[config.mk]
export PLATFORM = sky130hd
export DESIGN_NAME = apu_pulse_channel_top
export DESIGN_NICKNAME = d
export VERILOG_FILES = /design/src/rtl/core/apc_pkg.sv /design/src/rtl/core/apc_front.sv /design/src/rtl/core/apc_queue.sv /design/src/rtl/core/apc_back.sv /design/src/rtl/core/apu_pulse_channel_top.sv
export SDC_FILE = /design/constraint.sdc
export NUM_CORES = 1
export LEC_CHECK = 0
export ABC_AREA = 1
export BUFFER_PORTS_ARGS = -buffer_cell sky130_fd_sc_hd__buf_2
export CAP_MARGIN = 20
export CORE_ASPECT_RATIO = 0.8
export CORE_MARGIN = 10
export CORE_UTILIZATION = 40
export DETAILED_ROUTE_END_ITERATION = 16
export PLACE_DENSITY_LB_ADDON = 0.15
export SETUP_SLACK_MARGIN = 0.05
export SLEW_MARGIN = 0
export SYNTH_ARGS = -nofsm -noshare
export SYNTH_HDL_FRONTEND = slang
export SYNTH_SLANG_ARGS = --single-unit
[constraint.sdc]
create_clock -name i_clk -period 3.2 [get_ports i_clk]
set_clock_uncertainty 0.15 [all_clocks]
set_input_delay 0.48 -clock i_clk [delete_from_list [all_inputs] [get_ports i_clk]]
set_output_delay 0.48 -clock i_clk [all_outputs]
set_load 0.05 [all_outputs]
[src/rtl/core/apc_pkg.sv]
package apc_pkg;

    localparam logic [4:0]  ENABLE_ADDR = 5'h15;
    localparam logic [3:0]  NIBBLE_MAX  = 4'hF;
    localparam int unsigned QUEUE_DEPTH = 2;

    // decoded request kinds
    typedef enum logic [2:0] {
        OP_NONE,
        OP_ENABLE,
        OP_ENV,
        OP_SWEEP,
        OP_PERIOD_LO,
        OP_PERIOD_HI,
        OP_TICK
    } t_op;

    typedef struct packed {
        t_op        op;
        logic [7:0] data;
        logic       pulse_sel;
    } t_cmd;

    typedef struct packed {
        logic full;
        logic empty;
    } t_q_stat;

    function automatic logic [7:0] len_lookup(input logic [4:0] idx);
        logic [7:0] v;
        case (idx)
            5'd0:  v = 8'd10;
            5'd1:  v = 8'd254;
            5'd2:  v = 8'd20;
            5'd3:  v = 8'd2;
            5'd4:  v = 8'd40;
            5'd5:  v = 8'd4;
            5'd6:  v = 8'd80;
            5'd7:  v = 8'd6;
            5'd8:  v = 8'd160;
            5'd9:  v = 8'd8;
            5'd10: v = 8'd60;
            5'd11: v = 8'd10;
            5'd12: v = 8'd14;
            5'd13: v = 8'd12;
            5'd14: v = 8'd26;
            5'd15: v = 8'd14;
            5'd16: v = 8'd12;
            5'd17: v = 8'd16;
            5'd18: v = 8'd24;
            5'd19: v = 8'd18;
            5'd20: v = 8'd48;
            5'd21: v = 8'd20;
            5'd22: v = 8'd96;
            5'd23: v = 8'd22;
            5'd24: v = 8'd192;
            5'd25: v = 8'd24;
            5'd26: v = 8'd72;
            5'd27: v = 8'd26;
            5'd28: v = 8'd16;
            5'd29: v = 8'd28;
            5'd30: v = 8'd32;
            default: v = 8'd30;
        endcase
        return v;
    endfunction

    function automatic logic [3:0] duty_lookup(input logic [1:0] idx);
        logic [3:0] v;
        case (idx)
            2'd0: v = 4'd2;
            2'd1: v = 4'd4;
            2'd2: v = 4'd8;
            default: v = 4'd12;
        endcase
        return v;
    endfunction

endpackage

[src/rtl/core/apc_front.sv]
module apc_front
    import apc_pkg::*;
(
    input  logic       i_clk,
    input  logic       i_rst_n,
    input  logic       i_cfg_valid,
    input  logic       i_cfg_pulse_select,
    input  logic       i_mode,
    input  logic [4:0] i_reg_addr,
    input  logic [7:0] i_write_data,
    output t_cmd       o_cmd
);

    logic r_pulse_select;
    logic n_pulse_select;

    always_comb begin
        n_pulse_select = i_cfg_valid ? i_cfg_pulse_select : r_pulse_select;
    end

    always_ff @(posedge i_clk) begin
        if (!i_rst_n) begin
            r_pulse_select <= 1'b0;
        end else begin
            r_pulse_select <= n_pulse_select;
        end
    end

    // classify the request: frame tick, enable write, or the selected pulse's register window
    always_comb begin
        o_cmd.data      = i_write_data;
        o_cmd.pulse_sel = r_pulse_select;
        o_cmd.op        = OP_NONE;
        if (i_mode) begin
            o_cmd.op = OP_TICK;
        end else if (i_reg_addr == ENABLE_ADDR) begin
            o_cmd.op = OP_ENABLE;
        end else if (i_reg_addr[4:2] == {2'b00, r_pulse_select}) begin
            unique case (i_reg_addr[1:0])
                2'd0:    o_cmd.op = OP_ENV;
                2'd1:    o_cmd.op = OP_SWEEP;
                2'd2:    o_cmd.op = OP_PERIOD_LO;
                default: o_cmd.op = OP_PERIOD_HI;
            endcase
        end
    end

endmodule

[src/rtl/core/apc_queue.sv]
module apc_queue
    import apc_pkg::*;
(
    input  logic    i_clk,
    input  logic    i_rst_n,
    input  logic    i_push,
    input  t_cmd    i_cmd,
    input  logic    i_pop,
    output t_cmd    o_cmd,
    output t_q_stat o_stat
);

    localparam int unsigned PTR_W = $clog2(QUEUE_DEPTH);
    localparam int unsigned CNT_W = $clog2(QUEUE_DEPTH + 1);

    t_cmd             r_mem [QUEUE_DEPTH];
    logic [PTR_W-1:0] r_wr_ptr, n_wr_ptr;
    logic [PTR_W-1:0] r_rd_ptr, n_rd_ptr;
    logic [CNT_W-1:0] r_count,  n_count;

    assign o_cmd        = r_mem[r_rd_ptr];
    assign o_stat.full  = (r_count == CNT_W'(QUEUE_DEPTH));
    assign o_stat.empty = (r_count == '0);

    always_comb begin
        n_wr_ptr = r_wr_ptr;
        n_rd_ptr = r_rd_ptr;
        n_count  = r_count;
        if (i_push) begin
            n_wr_ptr = (r_wr_ptr == PTR_W'(QUEUE_DEPTH - 1)) ? '0 : r_wr_ptr + 1'b1;
        end
        if (i_pop) begin
            n_rd_ptr = (r_rd_ptr == PTR_W'(QUEUE_DEPTH - 1)) ? '0 : r_rd_ptr + 1'b1;
        end
        case ({i_push, i_pop})
            2'b10:   n_count = r_count + 1'b1;
            2'b01:   n_count = r_count - 1'b1;
            default: n_count = r_count;
        endcase
    end

    always_ff @(posedge i_clk) begin
        if (!i_rst_n) begin
            r_wr_ptr <= '0;
            r_rd_ptr <= '0;
            r_count  <= '0;
        end else begin
            r_wr_ptr <= n_wr_ptr;
            r_rd_ptr <= n_rd_ptr;
            r_count  <= n_count;
        end
    end

    always_ff @(posedge i_clk) begin
        if (i_push) begin
            r_mem[r_wr_ptr] <= i_cmd;
        end
    end

endmodule

[src/rtl/core/apc_back.sv]
module apc_back
    import apc_pkg::*;
(
    input  logic        i_clk,
    input  logic        i_rst_n,
    input  t_cmd        i_cmd,
    input  t_q_stat     i_q_stat,
    output logic        o_pop,
    output logic        o_valid,
    input  logic        i_ready,
    output logic [3:0]  o_volume,
    output logic [10:0] o_timer_period,
    output logic        o_timer_running,
    output logic [3:0]  o_duty_steps,
    output logic        o_channel_enabled
);

    logic        r_out_valid, n_out_valid;
    logic [10:0] r_period,    n_period;
    logic [7:0]  r_length,    n_length;
    logic        r_halt,      n_halt;
    logic        r_const_vol, n_const_vol;
    logic [3:0]  r_env_rld,   n_env_rld;
    logic        r_env_rst,   n_env_rst;
    logic [3:0]  r_env_div,   n_env_div;
    logic [3:0]  r_env_lvl,   n_env_lvl;
    logic        r_sw_on,     n_sw_on;
    logic        r_sw_neg,    n_sw_neg;
    logic [3:0]  r_sw_per,    n_sw_per;
    logic [2:0]  r_sw_shift,  n_sw_shift;
    logic        r_sw_rst,    n_sw_rst;
    logic [3:0]  r_sw_div,    n_sw_div;
    logic        r_parity,    n_parity;
    logic [3:0]  r_duty,      n_duty;
    logic        r_enable,    n_enable;
    logic        r_timer_on,  n_timer_on;
    logic [3:0]  r_volume,    n_volume;

    logic [10:0] sw_delta;
    logic [11:0] sw_target;

    // the state doubles as the output register, so execute only when it frees up
    assign o_pop = !i_q_stat.empty && (!r_out_valid || i_ready);

    assign o_valid           = r_out_valid;
    assign o_volume          = r_volume;
    assign o_timer_period    = r_period;
    assign o_timer_running   = r_timer_on;
    assign o_duty_steps      = r_duty;
    assign o_channel_enabled = r_enable;

    // 12-bit target: bit 11 set means above range or negative
    always_comb begin
        sw_delta = r_period >> r_sw_shift;
        if (r_sw_neg) begin
            sw_target = {1'b0, r_period} - {1'b0, sw_delta}
                        - {11'd0, !i_cmd.pulse_sel};
        end else begin
            sw_target = {1'b0, r_period} + {1'b0, sw_delta};
        end
    end

    always_comb begin
        n_out_valid = r_out_valid;
        n_period    = r_period;
        n_length    = r_length;
        n_halt      = r_halt;
        n_const_vol = r_const_vol;
        n_env_rld   = r_env_rld;
        n_env_rst   = r_env_rst;
        n_env_div   = r_env_div;
        n_env_lvl   = r_env_lvl;
        n_sw_on     = r_sw_on;
        n_sw_neg    = r_sw_neg;
        n_sw_per    = r_sw_per;
        n_sw_shift  = r_sw_shift;
        n_sw_rst    = r_sw_rst;
        n_sw_div    = r_sw_div;
        n_parity    = r_parity;
        n_duty      = r_duty;
        n_enable    = r_enable;
        n_timer_on  = r_timer_on;
        n_volume    = r_volume;

        if (r_out_valid && i_ready) begin
            n_out_valid = 1'b0;
        end

        if (o_pop) begin
            n_out_valid = 1'b1;
            unique case (i_cmd.op)
                OP_ENABLE: begin
                    n_enable = i_cmd.pulse_sel ? i_cmd.data[1] : i_cmd.data[0];
                end
                OP_ENV: begin
                    n_env_rld   = i_cmd.data[3:0];
                    n_const_vol = i_cmd.data[4];
                    n_halt      = i_cmd.data[5];
                    n_duty      = duty_lookup(i_cmd.data[7:6]);
                end
                OP_SWEEP: begin
                    n_sw_on    = i_cmd.data[7];
                    n_sw_neg   = i_cmd.data[3];
                    n_sw_per   = {1'b0, i_cmd.data[6:4]} + 4'd1;
                    n_sw_shift = i_cmd.data[2:0];
                    n_sw_rst   = 1'b1;
                end
                OP_PERIOD_LO: begin
                    n_period = {r_period[10:8], i_cmd.data};
                end
                OP_PERIOD_HI: begin
                    n_length   = len_lookup(i_cmd.data[7:3]);
                    n_env_rst  = 1'b1;
                    n_period   = {i_cmd.data[2:0], r_period[7:0]};
                    n_timer_on = |{i_cmd.data[2:0], r_period[7:3]};
                end
                OP_TICK: begin
                    n_parity = !r_parity;
                    if (r_parity) begin
                        if (!r_halt && r_length != 8'd0) begin
                            n_length = r_length - 8'd1;
                        end
                        if (r_sw_div != 4'd0) begin
                            n_sw_div = r_sw_div - 4'd1;
                        end else begin
                            n_sw_div = r_sw_per;
                            if (!sw_target[11] && (|r_period[10:3]) && r_sw_on) begin
                                n_period = sw_target[10:0];
                            end
                        end
                        if (r_sw_rst) begin
                            n_sw_div = r_sw_per;
                            n_sw_rst = 1'b0;
                        end
                    end
                    // envelope
                    if (r_env_rst) begin
                        n_env_rst = 1'b0;
                        n_env_div = r_env_rld;
                        n_env_lvl = NIBBLE_MAX;
                    end else if (r_env_div == 4'd0) begin
                        n_env_div = r_env_rld;
                        if (r_env_lvl != 4'd0) begin
                            n_env_lvl = r_env_lvl - 4'd1;
                        end else if (r_halt) begin
                            n_env_lvl = NIBBLE_MAX;
                        end
                    end else begin
                        n_env_div = r_env_div - 4'd1;
                    end
                    if (n_length == 8'd0) begin
                        n_volume = 4'd0;
                    end else if (r_const_vol) begin
                        n_volume = r_env_rld;
                    end else begin
                        n_volume = n_env_lvl;
                    end
                end
                default: begin
                end
            endcase
        end
    end

    always_ff @(posedge i_clk) begin
        if (!i_rst_n) begin
            r_out_valid <= 1'b0;
            r_period    <= '0;
            r_length    <= '0;
            r_halt      <= 1'b0;
            r_const_vol <= 1'b0;
            r_env_rld   <= '0;
            r_env_rst   <= 1'b0;
            r_env_div   <= '0;
            r_env_lvl   <= '0;
            r_sw_on     <= 1'b0;
            r_sw_neg    <= 1'b0;
            r_sw_per    <= '0;
            r_sw_shift  <= '0;
            r_sw_rst    <= 1'b0;
            r_sw_div    <= '0;
            r_parity    <= 1'b0;
            r_duty      <= '0;
            r_enable    <= 1'b0;
            r_timer_on  <= 1'b0;
            r_volume    <= '0;
        end else begin
            r_out_valid <= n_out_valid;
            r_period    <= n_period;
            r_length    <= n_length;
            r_halt      <= n_halt;
            r_const_vol <= n_const_vol;
            r_env_rld   <= n_env_rld;
            r_env_rst   <= n_env_rst;
            r_env_div   <= n_env_div;
            r_env_lvl   <= n_env_lvl;
            r_sw_on     <= n_sw_on;
            r_sw_neg    <= n_sw_neg;
            r_sw_per    <= n_sw_per;
            r_sw_shift  <= n_sw_shift;
            r_sw_rst    <= n_sw_rst;
            r_sw_div    <= n_sw_div;
            r_parity    <= n_parity;
            r_duty      <= n_duty;
            r_enable    <= n_enable;
            r_timer_on  <= n_timer_on;
            r_volume    <= n_volume;
        end
    end

endmodule

[src/rtl/core/apu_pulse_channel_top.sv]
// one pulse channel of the console sound chip: each request is a register write or a frame
// tick, and each request returns exactly one result with the volume, the timer period, whether
// the timer runs, the duty step count and the enable bit as they stand after that request.
// a new request is accepted every cycle while the queue has room; an accepted request lands in
// the two-entry command queue, and the execution stage, whose state registers also serve as the
// output register, takes it from there once that register is free or being read out.
// o_in_ready drops only when the queue is full, which happens when results are held back by
// i_out_ready. pulse_select picks pulse one or two and must be written only while no request
// is in flight; the port always takes the write.
module apu_pulse_channel_top
    import apc_pkg::*;
(
    input  logic        i_clk,
    input  logic        i_rst_n,
    // configuration write channel
    input  logic        i_cfg_valid,
    output logic        o_cfg_ready,
    input  logic        i_cfg_pulse_select,
    // request channel
    input  logic        i_in_valid,
    output logic        o_in_ready,
    input  logic        i_mode,
    input  logic [4:0]  i_reg_addr,
    input  logic [7:0]  i_write_data,
    // result channel
    output logic        o_out_valid,
    input  logic        i_out_ready,
    output logic [3:0]  o_volume,
    output logic [10:0] o_timer_period,
    output logic        o_timer_running,
    output logic [3:0]  o_duty_steps,
    output logic        o_channel_enabled
);

    t_cmd    front_cmd;
    t_cmd    queue_cmd;
    t_q_stat q_stat;
    logic    q_push;
    logic    q_pop;

    assign o_cfg_ready = 1'b1;
    assign o_in_ready  = !q_stat.full;
    assign q_push      = i_in_valid && o_in_ready;

    // front: holds the pulse select and classifies each request
    apc_front u_front (
        .i_clk              (i_clk),
        .i_rst_n            (i_rst_n),
        .i_cfg_valid        (i_cfg_valid),
        .i_cfg_pulse_select (i_cfg_pulse_select),
        .i_mode             (i_mode),
        .i_reg_addr         (i_reg_addr),
        .i_write_data       (i_write_data),
        .o_cmd              (front_cmd)
    );

    // decoupling queue between classification and execution
    apc_queue u_queue (
        .i_clk   (i_clk),
        .i_rst_n (i_rst_n),
        .i_push  (q_push),
        .i_cmd   (front_cmd),
        .i_pop   (q_pop),
        .o_cmd   (queue_cmd),
        .o_stat  (q_stat)
    );

    // back: channel state, envelope, sweep and length counter
    apc_back u_back (
        .i_clk             (i_clk),
        .i_rst_n           (i_rst_n),
        .i_cmd             (queue_cmd),
        .i_q_stat          (q_stat),
        .o_pop             (q_pop),
        .o_valid           (o_out_valid),
        .i_ready           (i_out_ready),
        .o_volume          (o_volume),
        .o_timer_period    (o_timer_period),
        .o_timer_running   (o_timer_running),
        .o_duty_steps      (o_duty_steps),
        .o_channel_enabled (o_channel_enabled)
    );

    // every executed command leaves a result behind
    a_pop_gives_result: assert property (@(posedge i_clk) disable iff (!i_rst_n)
        q_pop |=> o_out_valid)
        else $error("executed command produced no result");

    // queue status must be consistent
    a_queue_stat: assert property (@(posedge i_clk) disable iff (!i_rst_n)
        !(q_stat.full && q_stat.empty))
        else $error("queue both full and empty");

    // no pop from an empty queue
    a_no_pop_empty: assert property (@(posedge i_clk) disable iff (!i_rst_n)
        q_stat.empty |-> !q_pop)
        else $error("pop from empty queue");

    // duty only ever takes a table value or its reset value
    a_duty_legal: assert property (@(posedge i_clk) disable iff (!i_rst_n)
        o_out_valid |-> (o_duty_steps == 4'd0 || o_duty_steps == 4'd2 ||
                         o_duty_steps == 4'd4 || o_duty_steps == 4'd8 ||
                         o_duty_steps == 4'd12))
        else $error("illegal duty value");

endmodule
## Word-level counts from Yosys, hierarchy flattened

Memory sizes are Yosys's and may differ from the RTL's. A register that Yosys moved wholly into a read port is not among the register bits.
Cells that the tools add are included.
Widths: inputs -> output; s select.

| storage, ports and cells | value |
|---|---|
| register bits | 65 |
| memory bits (writable) | 24 |
| bits in read-only memories | 224 |
| input port bits | 20 |
| output and inout port bits | 24 |
| logic and storage cells | 137 |
| memories kept | 2 |

| cells by class | value |
|---|---|
| add/subtract/negate cells | 12 |
| equal/unequal tests | 18 |
| shifts and indexed selects | 1 |
| mux-type cells | 38 |
| bitwise operators | 2 |
| reductions and logical operators | 39 |

Memories:

| memory | words | width | read ports | clocked after memory_dff | write ports | line | text |
|---|---|---|---|---|---|---|---|
| (name not given) | 32 | 7 | 1 | 0 | 0 | apc_pkg.sv:31 | `case (idx)` |
| u_queue.r_mem | 2 | 12 | 1 | 1 | 1 | apc_queue.sv:16 | `t_cmd r_mem [QUEUE_DEPTH];` |

Operator list:

| kind | number |
|---|---|
| $mux 4 | 10 |
| $mux 11 | 3 |
| $pmux 11 s3 | 1 |
| $mux 8 | 4 |
| $pmux 8 s2 | 1 |
| $reduce_or 8->1 | 2 |
| $add 11x11->12 | 1 |
| $mux 12 | 1 |
| $pmux 4 s3 | 1 |
| $reduce_and 2->1 | 6 |
| $reduce_and 6->1 | 2 |
| $sub 11x11->12 | 1 |
| $sub 12x1->12 | 1 |
| $sub 4x1->4 const B | 3 |
| $shr 11x3->11 | 1 |
| $mux 1 | 10 |
| $reduce_bool 2->1 | 5 |
| $eq 3x3->1 const B | 3 |
| $mux 3 | 3 |
| $pmux 3 s3 | 1 |
| $eq 2x2->1 const B | 4 |
| $logic_not 8->1 | 1 |
| $reduce_bool 4->1 | 2 |
| $reduce_bool 8->1 | 1 |
| 21 further kinds | 42 |

## Depth between registers and ports, before layout

| logic depth | value |
|---|---|
| word-level depth | 11 |
| mapped depth | 23 |
| depth with buffers taken out | 22 |

## Cells and area by module

A second synthesis with hierarchy kept.

| unflattened totals | value |
|---|---|
| cells, all modules | 908 |
| area, all modules | 6371.1 µm² |

Modules (own cells, without submodules):

| module | times used | cells an instance | area each (µm²) | seq. area each (µm²) |
|---|---|---|---|---|
| apc_back | 1 | 804 | 5049.8 | 1181.1 |
| apc_queue | 1 | 72 | 1131.1 | 820.8 |
| apc_front | 1 | 27 | 165.2 | 20.0 |
| apu_pulse_channel_top | 1 | 5 | 25.0 | 0.0 |

## Worst setup path after synthesis

No wires, ideal clock.

| timing path | value |
|---|---|
| path type | register to register |
| start point | reg u_back.r_period[10], in the netlist u_back.o_timer_period[10] |
| end point | reg u_back.r_period[1], in the netlist u_back.o_timer_period[1] |
| library setup time | 0.118 ns |
| arrival time | 3.151 ns |
| data required time | 2.932 ns |
| slack | -0.218 ns |
| cell stages (with the launch flop) | 20 |
| path buffers | 1 |
| clock period less this slack | 3.418 ns |
| cell sequence | dfxtp_1 inv_1 or2_2 nand2_1 o21ai_0 o21ai_0 ha_1 inv_1 ha_1 a21oi_1 o21ai_0 nand2_1 nand3_1 nand2_1 nand3_1 nand2_1 nand2_2 buf_4 a21oi_1 nor2_1 |

| between the ends | value |
|---|---|
| cells in the longest elaborated chain, start to end | 9 |
| elaborated cells between the ends (all ways) | 15 |
| those cells by class | 3 x add/sub; 1 x eq/ne; 1 x shift; 5 x mux; 5 x reduce/logical |

RTL lines:

| item | line | text |
|---|---|---|
| start: declaration | apc_back.sv:19 | `logic [10:0] r_period, n_period;` |
| start signal: assignment | apc_back.sv:189 | `r_period <= n_period;` |
| $shr 11x3->11 | apc_back.sv:54 | `sw_delta = r_period >> r_sw_shift;` |
| $sub 11x11->12 | apc_back.sv:56 | `sw_target = {1'b0, r_period} - {1'b0, sw_delta}` |
| $sub 12x1->12 | apc_back.sv:57 | `- {11'd0, !i_cmd.pulse_sel};` |
| $mux 12 | apc_back.sv:55 | `if (r_sw_neg) begin` |
| $logic_not 1->1 | apc_back.sv:127 | `if (!sw_target[11] && (\|r_period[10:3]) && r_sw_on) begin` |
| $logic_and 1x1->1 (2 in a row) | apc_back.sv:127 |  |
| $ne 2x1->1 (no line) | n/a |  |
| $reduce_and 6->1 (no line) | n/a |  |

Parallel ways exist; a longest one is shown, timed or not. The select of a mux whose other input is x is not followed.
A chain may end at the register's enable or synchronous reset.

## Worst setup path in the final report

| timing path | value |
|---|---|
| start point | reg u_back.r_period[10], in the netlist u_back.o_timer_period[10] |
| end point | reg u_back.r_period[8], in the netlist u_back.o_timer_period[8] |

Same word-level chain as after synthesis.

==> out/metrics.yaml <==
status: "finished clean"
grt_overflow: 0
ys_async_sr_fraction_pct: 0
maxCapViolCount: 0
num_vias: 6434
min-delay-start: "i_cfg_valid"
synth_ff_type: "dfxtp_1"
cts_buffer_depth: 2
p_sw_uw: 4940
synth-edff-count: 24
drt-initial-drc-count: 482
tritoncts: "built"
seq_area_frac_synth_pct: 32.8
crit_start: "u_back.o_timer_period[10]$_SDFFE_PN0P_"
htreeDepth: 3
slew_headroom_pct: 28.1
min_period_ns: 3.04
crit_type: "reg -> reg"
totalWireLength_mm: 19.3
rr_startpoint: "u_back.o_timer_period[10]$_SDFFE_PN0P_"
rows: 40
drcViolationCount: 0
arrival_ns: 3.19
antenna_left: 0
grt_pass1_vias: 5692
die_h_um: 131
antenna_found_initial: 0
finalHoldViolations: 0
period_share_pct: 95.1
totalPowerFinal_uw: 10300
power_leakage_uw: 0.00392
clk_pin_slew_ns: 0.07
io_pins: 44
die_x_um: 159
cts.sinks: 89
synthToLayoutAreaGrowth_pct: 35.4
grt_use_total_pct: 17.7
syn-cell-area_sq_mm: 0.00617
start_kind: "register"
hp-class: "in -> reg"
dpl.hpwl_mm: 14.5
ys_ff_latch: 89
yosysUniqueCellTypes: 49
tightest_slew_ns: 1.07
reg2regPathDepth: 22
maxSlewViolCount: 0
rr_endpoint: "u_back.o_timer_period[8]$_SDFFE_PN0P_"
syn-mean-instance-area_sq_um: 6.89
core_sq_mm: 0.0151
path_max_fanout: 3
clk_latency_ns: 0.36
tns_ns: 0
drive_above_1_share_pct: 30.7
antennaDiodeCount: 0
synthCells: 896
grt_pass1_wl_mm: 29.7
rsz0062_at_grt: "true"
final_nets: 1110
dr.pass1.iters: 5
crit_required_ns: 3.34
synthesis.nets: 960
viasPerCell: 5.10
cts_hold_buf: 0
finalSetupViolations: 0
power_density_mw_per_mm2: 1230
endpoint_kind: "register"
dieArea_sq_mm: 0.0208
p_comb_share_pct: 73.5
grt_max_degree: 26
p_int_uw: 5380
largest_register_ffs: 24
p_seq_share_pct: 15.3
wire_per_inst_um: 15.3
reg2reg_setup_slack_ns: 0.16
power_frac_clock_pct: 11.2
cts_root_buf: "clkbuf_16"
fmax_mhz: 329
numCtsBuffers: 9
switching_share_pct: 47.9
ys.warnings.count: 0
regMostFlops: "u_queue.r_mem"
routabilityCongestion: 0.961
start_util_pct: 41.0
io_buffers: 41
cp-endpoint: "u_back.o_timer_period[8]$_SDFFE_PN0P_"
ir_drop_mv: 0.650
[power by group through the flow]
stage / logic, uW / clock network [uW] / registers [uW]
2_1_floorplan: 3370 / 0 / 1790
3_3_place_gp: 5910 / 0 / 1600
3_5_place_dp: 5890 / 0 / 1590
4_1_cts: 6200 / 1180 / 1570
5_1_grt: 8320 / 1240 / 1600
6_report: 7580 / 1150 / 1580
[cells in the mapped netlist, drive strengths merged (3+ instances only)]
cell | instances | area [sq um]
xor2 | 8 | 70.1
clkbuf | 12 | 45.0
buf | 9 | 63.8
edfxtp | 24 | 721
mux2i | 3 | 30.0
o211ai | 10 | 75.1
a21oi | 67 | 350
nand2 | 187 | 717
fa | 3 | 60.1
o21ai | 99 | 522
a211oi | 6 | 45.0
inv | 134 | 503
nor3 | 13 | 65.1
dfxtp | 65 | 1300
a31oi | 4 | 25.0
o21bai | 5 | 37.5
nand3 | 64 | 333
nor2 | 104 | 415
nand3b | 5 | 37.5
nand4 | 5 | 31.3
ha | 41 | 513
o22ai | 10 | 62.6
[metrics by stage]
step                      hold WS (ns)  cell area (sq um)  util, %  std cells  worst slack (ns)
after CTS                        0.150               7810     51.9       1252            0.0524
after global placement           0.285               7310     48.5       1226            -0.186
after detailed placement         0.287               7310     48.5       1226            -0.216
after global routing             0.152               8360     55.5       1261           -0.0393
after floorplan                  0.276               6190        -        896            0.0756
final                            0.157               8360     55.5       1261             0.157
[area by class of cell]
| type | count | area [sq um] |
|---|---|---|
| flip-flops and latches | 89 | 2050 |
| multi-input cells | 651 | 4060 |
| inverters | 135 | 514 |
| clock inverters | 6 | 97.6 |
| repair buffers | 160 | 1140 |
| clock buffers | 10 | 229 |
| fillers | 1431 | 6710 |
| well taps | 210 | 263 |
[cells in the final DEF (no fill, tap or decap), types with 8 or more instances in the layout]
cell,n
nand2_1,168
buf_4,110
inv_1,108
nor2_1,92
o21ai_0,62
a21oi_1,53
nand3_1,53
dfxtp_1,52
buf_2,41
ha_1,27
edfxtp_1,24
inv_2,23
o21ai_2,23
nand2_2,15
ha_4,13
a21oi_2,12
o211ai_1,10
o22ai_1,10
nor3_1,10
o21ai_1,9
clkbuf_16,9
xor2_1,8
dfxtp_2,8
[cells by family (layout without fill, tap and decap cells)]
| group | after synthesis | in the layout | share of synthesized area [%] |
|---|---|---|---|
| mux | 3 | 3 | 0.487 |
| other cells | 2 | 2 | 0.122 |
| flops | 89 | 89 | 32.8 |
| buf+inv | 156 | 311 | 9.98 |
| simple gates | 380 | 380 | 26.4 |
| compound gates | 212 | 212 | 19.6 |
| xor+xnor | 10 | 10 | 1.42 |
| fa+ha+maj | 44 | 44 | 9.29 |
[critical path: stages, from the launching register on]
cell     delay, ns
dfxtp_4       0.35
inv_2         0.06
or2_4         0.24
nand2_1       0.09
o21ai_2       0.07
buf_4         0.14
o21ai_4       0.16
ha_4          0.23
inv_2         0.08
ha_4          0.23
a21oi_4       0.18
o21ai_2       0.08
nand2_1       0.09
nand3_2       0.06
nand2_1       0.07
nand3_1       0.07
nand2_1       0.08
nand2_2       0.09
buf_6         0.14
buf_4         0.13
nand3_2       0.06
nand2_1       0.04
nor2_1        0.09
[how the worst min path moves through the flow]
stage	to	slack [ns]	cells after the start
2_1_floorplan	register	0.28	1
3_3_place_gp	u_back.o_volume[1]$_SDFFE_PN0P_	0.29	2
3_5_place_dp	u_back.o_volume[1]$_SDFFE_PN0P_	0.29	2
4_1_cts	u_front.r_pulse_select$_SDFFE_PN0P_	0.15	2
5_1_grt	u_queue.r_mem[1][3]$_DFFE_PP_	0.15	1
6_report	u_front.r_pulse_select$_SDFFE_PN0P_	0.16	2
[routing by layer]
layer	global-route usage, %	part of all wire [%]	wire length [um]
met1	26.7	50	9720
met2	24.3	40	7690
met4	3.53	1.1	218
met5	0	0	0
met3	4.93	8.8	1700
[timing repair]
item,4_1_cts,5_1_grt
endpoints found under the setup margin,11,11
buffers inserted,9,11
pin swaps,7,38
gates resized for setup,39,132
cloned,1,0
Note: power is estimated with default switching activity, not from simulation.
